### src/design/ptrs_pkg.sv
// Shared constants, codes and control types of the periodic task release scheduler.
`timescale 1ns / 1ps
`default_nettype none
package ptrs_pkg;

  localparam int NUM_TASKS_DEF = 8;
  localparam int MAX_RESULTS   = 8;
  localparam int MODE_W        = 3;
  localparam int IDX_W         = 3;
  localparam int TICK_W        = 16;
  localparam int DELAY_W       = 8;
  localparam int NREP_W        = $clog2(MAX_RESULTS + 1);

  localparam logic [MODE_W-1:0] MODE_TICK    = 3'd0;
  localparam logic [MODE_W-1:0] MODE_CREATE  = 3'd1;
  localparam logic [MODE_W-1:0] MODE_SUSPEND = 3'd2;
  localparam logic [MODE_W-1:0] MODE_RESUME  = 3'd3;
  localparam logic [MODE_W-1:0] MODE_DELETE  = 3'd4;

  typedef enum logic [1:0] {
    TS_DORMANT   = 2'd0,
    TS_READY     = 2'd1,
    TS_SUSPENDED = 2'd2
  } task_st_t;

  typedef enum logic [2:0] {
    S_IDLE,
    S_CMD,
    S_T_INC,
    S_T_READ,
    S_T_EVAL,
    S_T_DIV,
    S_T_FIRE,
    S_T_END
  } ctrl_state_t;

  // controller -> datapath
  typedef struct packed {
    logic capture;
    logic tick_inc;
    logic cmd_apply;
    logic div_start;
    logic slot_dec;
    logic slot_fire;
    logic slot_next;
    logic emit_end;
  } ptrs_cmd_t;

  // datapath -> controller
  typedef struct packed {
    logic req_tick;
    logic cand;
    logic div_busy;
    logic due;
    logic last_slot;
    logic out_free;
    logic fire_block;
  } ptrs_stat_t;

endpackage
`default_nettype wire

### src/design/ptrs_moddiv.sv
// Iterative remainder unit, two dividend bits per cycle, reports a zero remainder.
`timescale 1ns / 1ps
`default_nettype none
module ptrs_moddiv import ptrs_pkg::*; (
  input  wire logic              clk,
  input  wire logic              rst,
  input  wire logic              start,
  input  wire logic [TICK_W-1:0] dividend,
  input  wire logic [TICK_W-1:0] divisor,
  output logic                   busy,
  output logic                   rem_zero
);

  localparam int DIV_STEPS = TICK_W / 2;
  localparam int CNT_W     = (DIV_STEPS > 1) ? $clog2(DIV_STEPS) : 1;
  localparam logic [CNT_W-1:0] CNT_LAST = CNT_W'(DIV_STEPS - 1);

  logic [TICK_W-1:0] rem;
  logic [TICK_W-1:0] dq;
  logic [CNT_W-1:0]  cnt;
  logic [TICK_W-1:0] rem_a;
  logic [TICK_W-1:0] rem_b;

  function automatic logic [TICK_W-1:0] rem_step(input logic [TICK_W-1:0] r,
                                                 input logic b,
                                                 input logic [TICK_W-1:0] d);
    logic [TICK_W:0] t;
    t = {r, b};
    if (t >= {1'b0, d}) begin
      t = t - {1'b0, d};
    end
    return t[TICK_W-1:0];
  endfunction

  always_comb begin
    rem_a = rem_step(rem, dq[TICK_W-1], divisor);
    rem_b = rem_step(rem_a, dq[TICK_W-2], divisor);
  end

  always_ff @(posedge clk) begin
    if (rst) begin
      busy <= 1'b0;
    end else if (start) begin
      busy <= 1'b1;
    end else if (busy && (cnt == CNT_LAST)) begin
      busy <= 1'b0;
    end
  end

  always_ff @(posedge clk) begin
    if (start) begin
      rem <= '0;
      dq  <= dividend;
      cnt <= '0;
    end else if (busy) begin
      rem <= rem_b;
      dq  <= {dq[TICK_W-3:0], 2'b00};
      cnt <= cnt + 1'b1;
    end
  end

  assign rem_zero = (rem == '0);

endmodule
`default_nettype wire

### src/design/ptrs_datapath.sv
// Task table, tick count, remainder unit, pending fire and result register.
`timescale 1ns / 1ps
`default_nettype none
module ptrs_datapath import ptrs_pkg::*; #(
  parameter int NUM_TASKS = NUM_TASKS_DEF
) (
  input  wire logic               clk,
  input  wire logic               rst,
  input  wire ptrs_cmd_t          cmd,
  output ptrs_stat_t              stat,
  input  wire logic [MODE_W-1:0]  mode,
  input  wire logic [IDX_W-1:0]   task_index,
  input  wire logic [TICK_W-1:0]  period_ticks,
  input  wire logic [DELAY_W-1:0] first_delay,
  output logic                    res_valid,
  input  wire logic               res_stall,
  output logic [IDX_W-1:0]        fired_index,
  output logic                    fired,
  output logic                    status,
  output logic                    last
);

  localparam int SW = (NUM_TASKS > 1) ? $clog2(NUM_TASKS) : 1;
  localparam logic [SW-1:0] SLOT_LAST = SW'(NUM_TASKS - 1);

  // period and delay are always written by create before a slot turns ready
  logic [TICK_W-1:0]  per_mem [NUM_TASKS];
  logic [DELAY_W-1:0] dly_mem [NUM_TASKS];
  task_st_t           task_st [NUM_TASKS];

  logic [TICK_W-1:0]  per_rd;
  logic [DELAY_W-1:0] dly_rd;

  logic [TICK_W-1:0]  tick_count;
  logic [SW-1:0]      slot;
  logic [MODE_W-1:0]  mode_q;
  logic               idx_ok;
  logic [TICK_W-1:0]  per_in;
  logic [DELAY_W-1:0] dly_in;
  logic               pend_valid;
  logic [IDX_W-1:0]   pend_idx;
  logic [NREP_W-1:0]  nrep;

  logic               div_busy;
  logic               rem_zero;

  task_st_t           st_cur;
  logic               cmd_ok;
  task_st_t           st_new;
  logic               report;
  logic               out_free;

  logic               per_we;
  logic [TICK_W-1:0]  per_wdata;
  logic               dly_we;
  logic [DELAY_W-1:0] dly_wdata;

  logic               out_load;
  logic [IDX_W-1:0]   out_idx;
  logic               out_fired;
  logic               out_status;
  logic               out_last;

  ptrs_moddiv u_moddiv (
    .clk      (clk),
    .rst      (rst),
    .start    (cmd.div_start),
    .dividend (tick_count),
    .divisor  (per_rd),
    .busy     (div_busy),
    .rem_zero (rem_zero)
  );

  assign st_cur   = task_st[slot];
  assign report   = (nrep < NREP_W'(MAX_RESULTS));
  assign out_free = !res_valid || !res_stall;

  always_comb begin
    cmd_ok = 1'b0;
    st_new = st_cur;
    case (mode_q)
      MODE_CREATE: begin
        cmd_ok = idx_ok;
        st_new = TS_READY;
      end
      MODE_SUSPEND: begin
        cmd_ok = idx_ok && (st_cur == TS_READY);
        st_new = TS_SUSPENDED;
      end
      MODE_RESUME: begin
        cmd_ok = idx_ok && (st_cur != TS_DORMANT);
        st_new = TS_READY;
      end
      MODE_DELETE: begin
        cmd_ok = idx_ok && (st_cur != TS_DORMANT);
        st_new = TS_DORMANT;
      end
      default: begin
        cmd_ok = 1'b0;
      end
    endcase
  end

  // table write ports
  always_comb begin
    per_we    = cmd.cmd_apply && cmd_ok && (mode_q == MODE_CREATE);
    per_wdata = per_in;
    dly_we    = 1'b0;
    dly_wdata = dly_rd - 1'b1;
    if (cmd.cmd_apply && cmd_ok && (mode_q == MODE_CREATE)) begin
      dly_we    = 1'b1;
      dly_wdata = dly_in;
    end else if (cmd.slot_fire) begin
      dly_we    = 1'b1;
      dly_wdata = per_rd[DELAY_W-1:0] - 1'b1;
    end else if (cmd.slot_dec) begin
      dly_we    = 1'b1;
    end
  end

  always_ff @(posedge clk) begin
    if (per_we) begin
      per_mem[slot] <= per_wdata;
    end
    per_rd <= per_mem[slot];
  end

  always_ff @(posedge clk) begin
    if (dly_we) begin
      dly_mem[slot] <= dly_wdata;
    end
    dly_rd <= dly_mem[slot];
  end

  always_ff @(posedge clk) begin
    if (rst) begin
      for (int i = 0; i < NUM_TASKS; i++) begin
        task_st[i] <= TS_DORMANT;
      end
    end else if (cmd.cmd_apply && cmd_ok) begin
      task_st[slot] <= st_new;
    end
  end

  // item capture and walk position
  always_ff @(posedge clk) begin
    if (cmd.capture) begin
      mode_q <= mode;
      idx_ok <= (int'(task_index) < NUM_TASKS);
      slot   <= SW'(task_index);
      per_in <= period_ticks;
      dly_in <= first_delay;
    end else if (cmd.tick_inc) begin
      slot <= '0;
    end else if (cmd.slot_next) begin
      slot <= slot + 1'b1;
    end
  end

  always_ff @(posedge clk) begin
    if (rst) begin
      tick_count <= '0;
    end else if (cmd.tick_inc) begin
      tick_count <= tick_count + 1'b1;
    end
  end

  // last reported fire is held back until the walk knows whether another follows
  always_ff @(posedge clk) begin
    if (rst) begin
      pend_valid <= 1'b0;
      nrep       <= '0;
    end else if (cmd.tick_inc) begin
      pend_valid <= 1'b0;
      nrep       <= '0;
    end else if (cmd.slot_fire && report) begin
      pend_valid <= 1'b1;
      nrep       <= nrep + 1'b1;
    end
  end

  always_ff @(posedge clk) begin
    if (cmd.slot_fire && report) begin
      pend_idx <= IDX_W'(slot);
    end
  end

  always_comb begin
    out_load   = 1'b0;
    out_idx    = '0;
    out_fired  = 1'b0;
    out_status = 1'b0;
    out_last   = 1'b1;
    if (cmd.cmd_apply) begin
      out_load   = 1'b1;
      out_status = !cmd_ok;
    end else if (cmd.slot_fire && report && pend_valid) begin
      out_load  = 1'b1;
      out_idx   = pend_idx;
      out_fired = 1'b1;
      out_last  = 1'b0;
    end else if (cmd.emit_end) begin
      out_load = 1'b1;
      if (pend_valid) begin
        out_idx   = pend_idx;
        out_fired = 1'b1;
      end
    end
  end

  always_ff @(posedge clk) begin
    if (rst) begin
      res_valid <= 1'b0;
    end else if (out_load) begin
      res_valid <= 1'b1;
    end else if (!res_stall) begin
      res_valid <= 1'b0;
    end
  end

  always_ff @(posedge clk) begin
    if (out_load) begin
      fired_index <= out_idx;
      fired       <= out_fired;
      status      <= out_status;
      last        <= out_last;
    end
  end

  always_comb begin
    stat.req_tick   = (mode == MODE_TICK);
    stat.cand       = (st_cur == TS_READY) && (per_rd != '0) && (dly_rd == '0);
    stat.div_busy   = div_busy;
    stat.due        = rem_zero;
    stat.last_slot  = (slot == SLOT_LAST);
    stat.out_free   = out_free;
    stat.fire_block = report && pend_valid && !out_free;
  end

endmodule
`default_nettype wire

### src/design/ptrs_ctrl.sv
// Controller state machine: command execution and the tick walk over the task slots.
`timescale 1ns / 1ps
`default_nettype none
module ptrs_ctrl import ptrs_pkg::*; (
  input  wire logic       clk,
  input  wire logic       rst,
  input  wire logic       req_valid,
  output logic            req_ready,
  input  wire ptrs_stat_t stat,
  output ptrs_cmd_t       cmd
);

  ctrl_state_t state;
  ctrl_state_t state_next;

  always_ff @(posedge clk) begin
    if (rst) begin
      state <= S_IDLE;
    end else begin
      state <= state_next;
    end
  end

  always_comb begin
    state_next = state;
    case (state)
      S_IDLE: begin
        if (req_valid) begin
          state_next = stat.req_tick ? S_T_INC : S_CMD;
        end
      end
      S_CMD: begin
        if (stat.out_free) begin
          state_next = S_IDLE;
        end
      end
      S_T_INC: begin
        state_next = S_T_READ;
      end
      S_T_READ: begin
        state_next = S_T_EVAL;
      end
      S_T_EVAL: begin
        if (stat.cand) begin
          state_next = S_T_DIV;
        end else begin
          state_next = stat.last_slot ? S_T_END : S_T_READ;
        end
      end
      S_T_DIV: begin
        if (!stat.div_busy) begin
          if (stat.due) begin
            state_next = S_T_FIRE;
          end else begin
            state_next = stat.last_slot ? S_T_END : S_T_READ;
          end
        end
      end
      S_T_FIRE: begin
        if (!stat.fire_block) begin
          state_next = stat.last_slot ? S_T_END : S_T_READ;
        end
      end
      S_T_END: begin
        if (stat.out_free) begin
          state_next = S_IDLE;
        end
      end
      default: begin
        state_next = S_IDLE;
      end
    endcase
  end

  always_comb begin
    cmd       = '0;
    req_ready = 1'b0;
    case (state)
      S_IDLE: begin
        req_ready   = 1'b1;
        cmd.capture = req_valid;
      end
      S_CMD: begin
        cmd.cmd_apply = stat.out_free;
      end
      S_T_INC: begin
        cmd.tick_inc = 1'b1;
      end
      S_T_EVAL: begin
        if (stat.cand) begin
          cmd.div_start = 1'b1;
        end else begin
          cmd.slot_dec  = 1'b1;
          cmd.slot_next = !stat.last_slot;
        end
      end
      S_T_DIV: begin
        if (!stat.div_busy && !stat.due) begin
          cmd.slot_dec  = 1'b1;
          cmd.slot_next = !stat.last_slot;
        end
      end
      S_T_FIRE: begin
        if (!stat.fire_block) begin
          cmd.slot_fire = 1'b1;
          cmd.slot_next = !stat.last_slot;
        end
      end
      S_T_END: begin
        cmd.emit_end = stat.out_free;
      end
      default: begin
        cmd = '0;
      end
    endcase
  end

endmodule
`default_nettype wire

### src/design/periodic_task_release_scheduler_core.sv
// Top level of the periodic task release scheduler: controller plus datapath.
//
//  channel | valid     | stall     | payload
//  --------+-----------+-----------+------------------------------------------------
//  request | req_valid | req_stall | mode, task_index, period_ticks, first_delay
//  result  | res_valid | res_stall | fired_index, fired, status, last
//
// One item at a time.
// A tick walks every slot in turn and runs the remainder unit for every ready slot with a nonzero
// period and a zero delay (the remainder unit resolves two count bits per cycle).
// Reset clears the tick count and sets every slot dormant.
// A stalled result register holds the walk only when a further result must leave.
`timescale 1ns / 1ps
`default_nettype none
module periodic_task_release_scheduler_core import ptrs_pkg::*; #(
  parameter int NUM_TASKS = NUM_TASKS_DEF
) (
  input  wire logic               clk,
  input  wire logic               rst,
  input  wire logic               req_valid,
  output logic                    req_stall,
  input  wire logic [MODE_W-1:0]  mode,
  input  wire logic [IDX_W-1:0]   task_index,
  input  wire logic [TICK_W-1:0]  period_ticks,
  input  wire logic [DELAY_W-1:0] first_delay,
  output logic                    res_valid,
  input  wire logic               res_stall,
  output logic [IDX_W-1:0]        fired_index,
  output logic                    fired,
  output logic                    status,
  output logic                    last
);

  ptrs_cmd_t  cmd;
  ptrs_stat_t stat;
  logic       req_ready;

  assign req_stall = !req_ready;

  ptrs_ctrl u_ctrl (
    .clk       (clk),
    .rst       (rst),
    .req_valid (req_valid),
    .req_ready (req_ready),
    .stat      (stat),
    .cmd       (cmd)
  );

  ptrs_datapath #(
    .NUM_TASKS (NUM_TASKS)
  ) u_datapath (
    .clk          (clk),
    .rst          (rst),
    .cmd          (cmd),
    .stat         (stat),
    .mode         (mode),
    .task_index   (task_index),
    .period_ticks (period_ticks),
    .first_delay  (first_delay),
    .res_valid    (res_valid),
    .res_stall    (res_stall),
    .fired_index  (fired_index),
    .fired        (fired),
    .status       (status),
    .last         (last)
  );

endmodule
`default_nettype wire

### config.mk
export PLATFORM = sky130hd
export DESIGN_NAME = periodic_task_release_scheduler_core
export DESIGN_NICKNAME = d
export VERILOG_FILES = /design/src/design/ptrs_pkg.sv /design/src/design/ptrs_moddiv.sv /design/src/design/ptrs_datapath.sv /design/src/design/ptrs_ctrl.sv /design/src/design/periodic_task_release_scheduler_core.sv
export SDC_FILE = /design/constraint.sdc
export NUM_CORES = 1
export LEC_CHECK = 0
export BUFFER_PORTS_ARGS = -buffer_cell sky130_fd_sc_hd__buf_4
export CORE_AREA = 2 2 225 227
export CTS_CLUSTER_SIZE = 20
export DETAILED_ROUTE_END_ITERATION = 12
export DIE_AREA = 0 0 227 229
export GPL_TIMING_DRIVEN = 1
export REMOVE_ABC_BUFFERS = 1
export SYNTH_ARGS = -nofsm -noshare
export SYNTH_HDL_FRONTEND = slang
export SYNTH_SLANG_ARGS = --single-unit
### constraint.sdc
create_clock -name clk -period 5.95 [get_ports clk]
set_input_delay 1.4875 -clock clk [delete_from_list [all_inputs] [get_ports clk]]
set_output_delay 1.4875 -clock clk [all_outputs]
set_load 0.03 [all_outputs]
---- Yosys cells after proc, flatten, opt, wreduce, memory -nomap -nowiden ----
Memory sizes are Yosys's and may differ from the RTL's. A register that Yosys moved wholly into a read port is not among the register bits.
Index checks and enable logic that the tools add are counted.
W data, S select, Z words.
word-level totals
  input port bits ......................... 34
  register bits ........................... 100
  bits in writable memories ............... 208
  memories ................................ 3
  output and inout bits ................... 8
  logic and storage cells ................. 150
operators by class
  muxes and demuxes ....................... 65
  reductions and logical operators ........ 34
  order comparisons ....................... 3
  $add $sub $neg .......................... 8
  equality and inequality tests ........... 19
memory list
  memory              depth  width  rd ports  clocked after memory_dff  wr ports  line                 RTL
  u_datapath.per_mem  8      16     1         1                         1         ptrs_datapath.sv:27  logic [TICK_W-1:0] per_mem [NUM_TASKS];
  u_datapath.dly_mem  8      8      1         1                         1         ptrs_datapath.sv:28  logic [DELAY_W-1:0] dly_mem [NUM_TASKS];
  u_datapath.task_st  8      2      1         1                         8         ptrs_datapath.sv:29  task_st_t task_st [NUM_TASKS];
operators with widths
  cell                     number
  $mux W16                 4
  $mux W3                  15
  $mux W1                  36
  $ge A17 B16 Y1           2
  $sub A16 B16 Y16         2
  $eq A3 B3 Y1 const B     7
  $pmux W3 S7              1
  $add A16 B1 Y16 const B  1
  $logic_not A16 Y1        1
  $mux W8                  2
  $reduce_bool A16 Y1      1
  $sub A8 B1 Y8 const B    2
  $eq A3 B2 Y1 const B     4
  $logic_and A1 B1 Y1      10
  $reduce_or A2 Y1         5
  $logic_not A1 Y1         8
  $logic_not A8 Y1         1
  $add A3 B1 Y3 const B    2
  $eq A3 B1 Y1 const B     2
  $logic_not A3 Y1         2
  $mux W2                  3
  $ne A2 B2 Y1 const B     3
  $pmux W1 S3              2
  $pmux W2 S3              1
  9 further kinds          12

---- Longest topological paths before layout ----
  depth in word-level cells ............... 11
  mapped depth ............................ 22
  mapped depth without buffers ............ 18

---- Hierarchy ----
Synthesis repeated with hierarchy kept, for this count alone.
unflattened totals
  cell total of the unflattened synthesis .. 1137
  area, all modules ....................... 14707.9 µm²
modules (own cells, without submodules)
  module                                area an instance (µm²)  cells an instance  times used  sequential area each (µm²)
  ptrs_datapath                         10970.5                 702                1           8398.1
  ptrs_moddiv                           3348.2                  386                1           880.8
  ptrs_ctrl                             385.4                   48                 1           60.1
  periodic_task_release_scheduler_core  3.8                     1                  1           0.0

---- Worst setup path before layout ----
OpenSTA, ideal clock, no wires.
  path type ............................... register to register
  from .................................... reg u_datapath.per_rd[6], read port of u_datapath.per_mem
  to ...................................... reg u_datapath.u_moddiv.rem[1]
  setup slack ............................. 1573 ps
  path buffers ............................ 3
  data arrival time ....................... 4290 ps
  data required time ...................... 5863 ps
  period minus slack after synthesis ...... 4377 ps
  cell stages (with the launch flop) ...... 21
  setup time .............................. 87 ps
  cell sequence ........................... dfxtp_1 inv_1 ha_1 a2111o_1 o21a_2 nor3_4 or2_1 clkbuf_2 buf_2 nand2_1 o21ai_0 ha_1 nor2b_1 o31a_1 o2111ai_1 a21oi_1 o211ai_1 o211a_1 buf_2 a21oi_1 o31ai_1
between the ends
  longest elaborated chain between the ends .. 5
  elaborated cells on any way between the ends .. 11
  those cells by class .................... add/sub (2); order compare (2); mux (4); reduce/logical (3)
ends and longest elaborated chain
  what                                                                    line                 RTL
  start, declared                                                         ptrs_datapath.sv:31  logic [TICK_W-1:0] per_rd;
  parallel branches: the longest is 5 deep, another holds $ge A17 B16 Y1  -
  end signal, assigned                                                    ptrs_moddiv.sv:56    rem <= rem_b;
  end, declared                                                           ptrs_moddiv.sv:18    logic [TICK_W-1:0] rem;
Parallel ways; which one is timed is not known.
A chain may end at the register's enable or synchronous reset.

---- Final worst setup path ----
  from .................................... reg u_datapath.per_rd[6], read port of u_datapath.per_mem
  to ...................................... reg u_datapath.u_moddiv.rem[5]
The elaborated chain is that of the path after synthesis.

==> metrics.csv <==
stage;metric;value;unit
sta;final hold violations;0;
sta;Slew Viols, Final;0;
worst_setup_path;CP endpoint kind;register;
logic_synthesis;Synth Area per Inst;12.39;µm²
worst_setup_path;critical path type;reg -> reg;
routing;DRC viols;0;
logic_synthesis;commonest cells in the netlist;263 x edfxtp_1, 100 x nand2_1, 97 x a22oi_1, 83 x nor2_1, 72 x dfxtp_1;
global_routing;initial antenna violation count;0;
cts;Root Driver;clkbuf_16;
cts;Worst-Skew Late Latency;0.54;ns
placed_design;pre-CTS setup slack;0.8408;ns
sta;clock skew;0.009330;ns
pwr;Peak VDD IR;0.4795;mV
floorplanning;Initial Util;29.62;%
cts;Clock Path Buffers;3;
sta;setup TNS;0;ns
logic_synthesis;largest cells by area after synthesis;edfxtp_1 54%, dfxtp_1 9.8%, a22oi_1 5.0%;
logic_synthesis;register bit total from synthesis;335;
sta;unrepaired setup endpoints after global routing;no;
worst_setup_path;slack of the worst reg-to-reg path;0.73;ns
sta;Slew HR;32.58;%
cts;CTS Buf Count;35;
cts;# hold bufs at CTS;0;
finish;# diodes;0;
cts;H-tree depth;2;
cts;CTS clk-pin slew, worst paths;0.06;ns
global_routing;first-pass GRT wire length;54910;µm
floorplanning;# IOs;42;
flow_run;max_cap viols;0;
sta;Setup violations, final;0;
global_routing;vias in the first global route;9532;
worst_setup_path;CP bufs+invs;2;
placed_design;post-detail-place hpwl;22840;µm
routing;First-pass DRT Iterations;5;
worst_setup_path;cell family with most CP delay;compound AO/OA/AOI/OAI gates;
logic_synthesis;Synth Instances;1187;
worst_setup_path;worst-path maximum fanout;14;
cts;TritonCTS clock tree;done;
logic_synthesis;Synth cell types;69;
logic_synthesis;dominant cell type by area after synthesis;edfxtp_1;
routing;via count;9820;
floorplanning;Die X-Extent;227;µm
worst_setup_path;Worst setup SP type;register;
logic_synthesis;number of synthesized flops with an enable pin;263;
global_routing;Global Route Usage Sum;13.56;%
routing;final WL;35190;µm
routing;Wirelength per Cell;18.26;µm
run_status;status;finished, final reports clean;
logic_synthesis;Warnings, synthesis;0;
logic_synthesis;most frequent cell after synthesis;edfxtp_1;
floorplanning;Chip Height;229;µm
pwr;Leak;5.748;nW
placed_design;RePlAce Congestion;0.8938;
sta;fmax;0.1914;GHz
global_routing;total grt overflow;0;
pwr;Power Density;608.8;nW/µm²
finish;area grow syn2layout;14.97;%
floorplanning;row count;82;
finish;layout cells sized above 1;12.27;%
logic_synthesis;async set-reset flop share out of synthesis;0;%
sta;Final period util;87.80;%
worst_setup_path;Worst Path Required;6.38;ns
sta;hold slack;0.4699;ns
sta;worst slew pin tran;1.008;ns
worst_setup_path;slowest cell on the critical path;nor2_2;
logic_synthesis;register area share after synthesis;63.50;%
placed_design;area post-placement;15820;µm²
logic_synthesis;Post-synth top flop;edfxtp_1;
sta;setup ws final;0.7260;ns
worst_setup_path;CP arrival;5.65;ns
floorplanning;Die Area;51980;µm²
cts;# Post-CTS Setup Buffers;0;
sta;Final min period;5.224;ns
finish;fin area;16910;µm²
routing;drt initial violations;867;
placed_design;IO Port Bufs;41;
routing;vias per cell;5.096;
finish;final layout net count;1306;
min_path;Hold Path Class;reg -> reg;
routing;Antenna Nets Post-Route;0;
logic_synthesis;synthesized area;14710;µm²
global_routing;largest net degree at the start of global routing;34;
worst_setup_path;worst path cell trace;inv_1, ha_1, o21ai_1, a211oi_1, o21a_2, nor3_4, nor2_2, mux2_2, ha_1, a21oi_1, nand2_1, o2111ai_1, a21oi_1, o211ai_1, o211ai_1, buf_4, or4_1, and3_1;
cts;CTS resizes;0;
worst_setup_path;Largest stage delay, worst path;0.56;ns
floorplanning;core area;49660;µm²
logic_synthesis;share of the synthesized area in the top cell type;53.70;%
cts;CTS sink count;335;
## placed cells by master, fill, tap and decap left out, types with 11 or more instances in the layout
master / n
edfxtp_1: 263
inv_1: 35
o211ai_1: 11
nor2_1: 81
and2_1: 11
xnor2_1: 25
xor2_1: 17
ha_1: 39
dfxtp_1: 72
a21o_1: 13
o21ai_0: 53
nand2_1: 100
nor3_1: 38
nand4_1: 34
a21oi_1: 42
nand3_1: 23
a22oi_1: 97
clkbuf_16: 35
buf_4: 65
nor4_1: 17
## worst paths after layout
kind                             from                         end  depth (start not counted)
max              u_datapath.per_rd[6]  u_datapath.u_moddiv.rem[5]                         18
min          u_datapath.dly_mem[1][5]        u_datapath.dly_rd[5]                          2
max reg2reg      u_datapath.per_rd[6]  u_datapath.u_moddiv.rem[5]                         18
min reg2reg  u_datapath.dly_mem[1][5]        u_datapath.dly_rd[5]                          2
## report_power, final
part | leakage, nW | internal [W] | switching, W
logic | 2.22 | 0.00196 | 0.00307
clock network | 0.531 | 0.00120 | 0.000892
registers | 3.00 | 0.00289 | 0.000272
total | 5.75 | 0.00605 | 0.00424
## routing by layer
metal	track usage, %	up-vias	wire (µm)
li1	-	4630	-
met1	19.53	4823	16180
met2	20.93	319	16000
met3	2.527	48	2426
met4	3.533	0	580
met5	0	-	0
## sequential cells by signal (all words and copies together), names as in the netlist, 3 cells and up, named ones only
name / cells
u_datapath.u_moddiv.dq: 16
u_datapath.per_rd: 16
u_datapath.nrep: 4
u_datapath.dly_mem: 64
u_datapath.dly_in: 8
u_datapath.tick_count: 16
u_datapath.u_moddiv.rem: 16
u_datapath.task_st: 16
u_datapath.per_in: 16
u_datapath.dly_rd: 8
u_datapath.fired_index: 3
u_datapath.pend_idx: 3
u_ctrl.state: 3
u_datapath.mode_q: 3
u_datapath.slot: 3
u_datapath.u_moddiv.cnt: 3
u_datapath.per_mem: 128
## logic make-up (layout without fill, tap and decap cells)
logic type	after synthesis	after routing	share of synthesized area [%]
compound gates	290	290	13.75
mux	25	25	2.229
buf+inv	94	162	2.569
flops	335	335	63.50
simple gates	360	360	11.86
fa+ha+maj	41	41	3.590
xor+xnor	42	42	2.501
## through the flow
step | power, W | std cells | util, %
after floorplan | 0.006821 | 1129 | -
final | 0.01029 | 1927 | 34.05
after global placement | 0.008191 | 1866 | 31.87
after CTS | 0.01029 | 1927 | 34.05
after global routing | 0.01096 | 1927 | 34.05
after detailed placement | 0.008168 | 1866 | 31.87
## layout make-up
cell class                 count  area (µm²)
clock buffer                  45       923.4
clock inverter                16       160.2
fill                        4919       32750
inverter                      36       135.1
multi-input combinational    758        5021
sequential                   335        9339
tap                          672       840.8
timing repair buffer          65       488.0
## worst reg2reg max path, stage by stage (launching register included)
cell and delay (ns):
dfxtp_1 0.35, inv_1 0.10, ha_1 0.42, o21ai_1 0.12
a211oi_1 0.25, o21a_2 0.22, nor3_4 0.06, nor2_2 0.56
mux2_2 0.44, ha_1 0.35, a21oi_1 0.21, nand2_1 0.10
o2111ai_1 0.30, a21oi_1 0.21, o211ai_1 0.34, o211ai_1 0.28
buf_4 0.26, or4_1 0.38, and3_1 0.17
No activity file was read; power rests on OpenSTA's default activity.
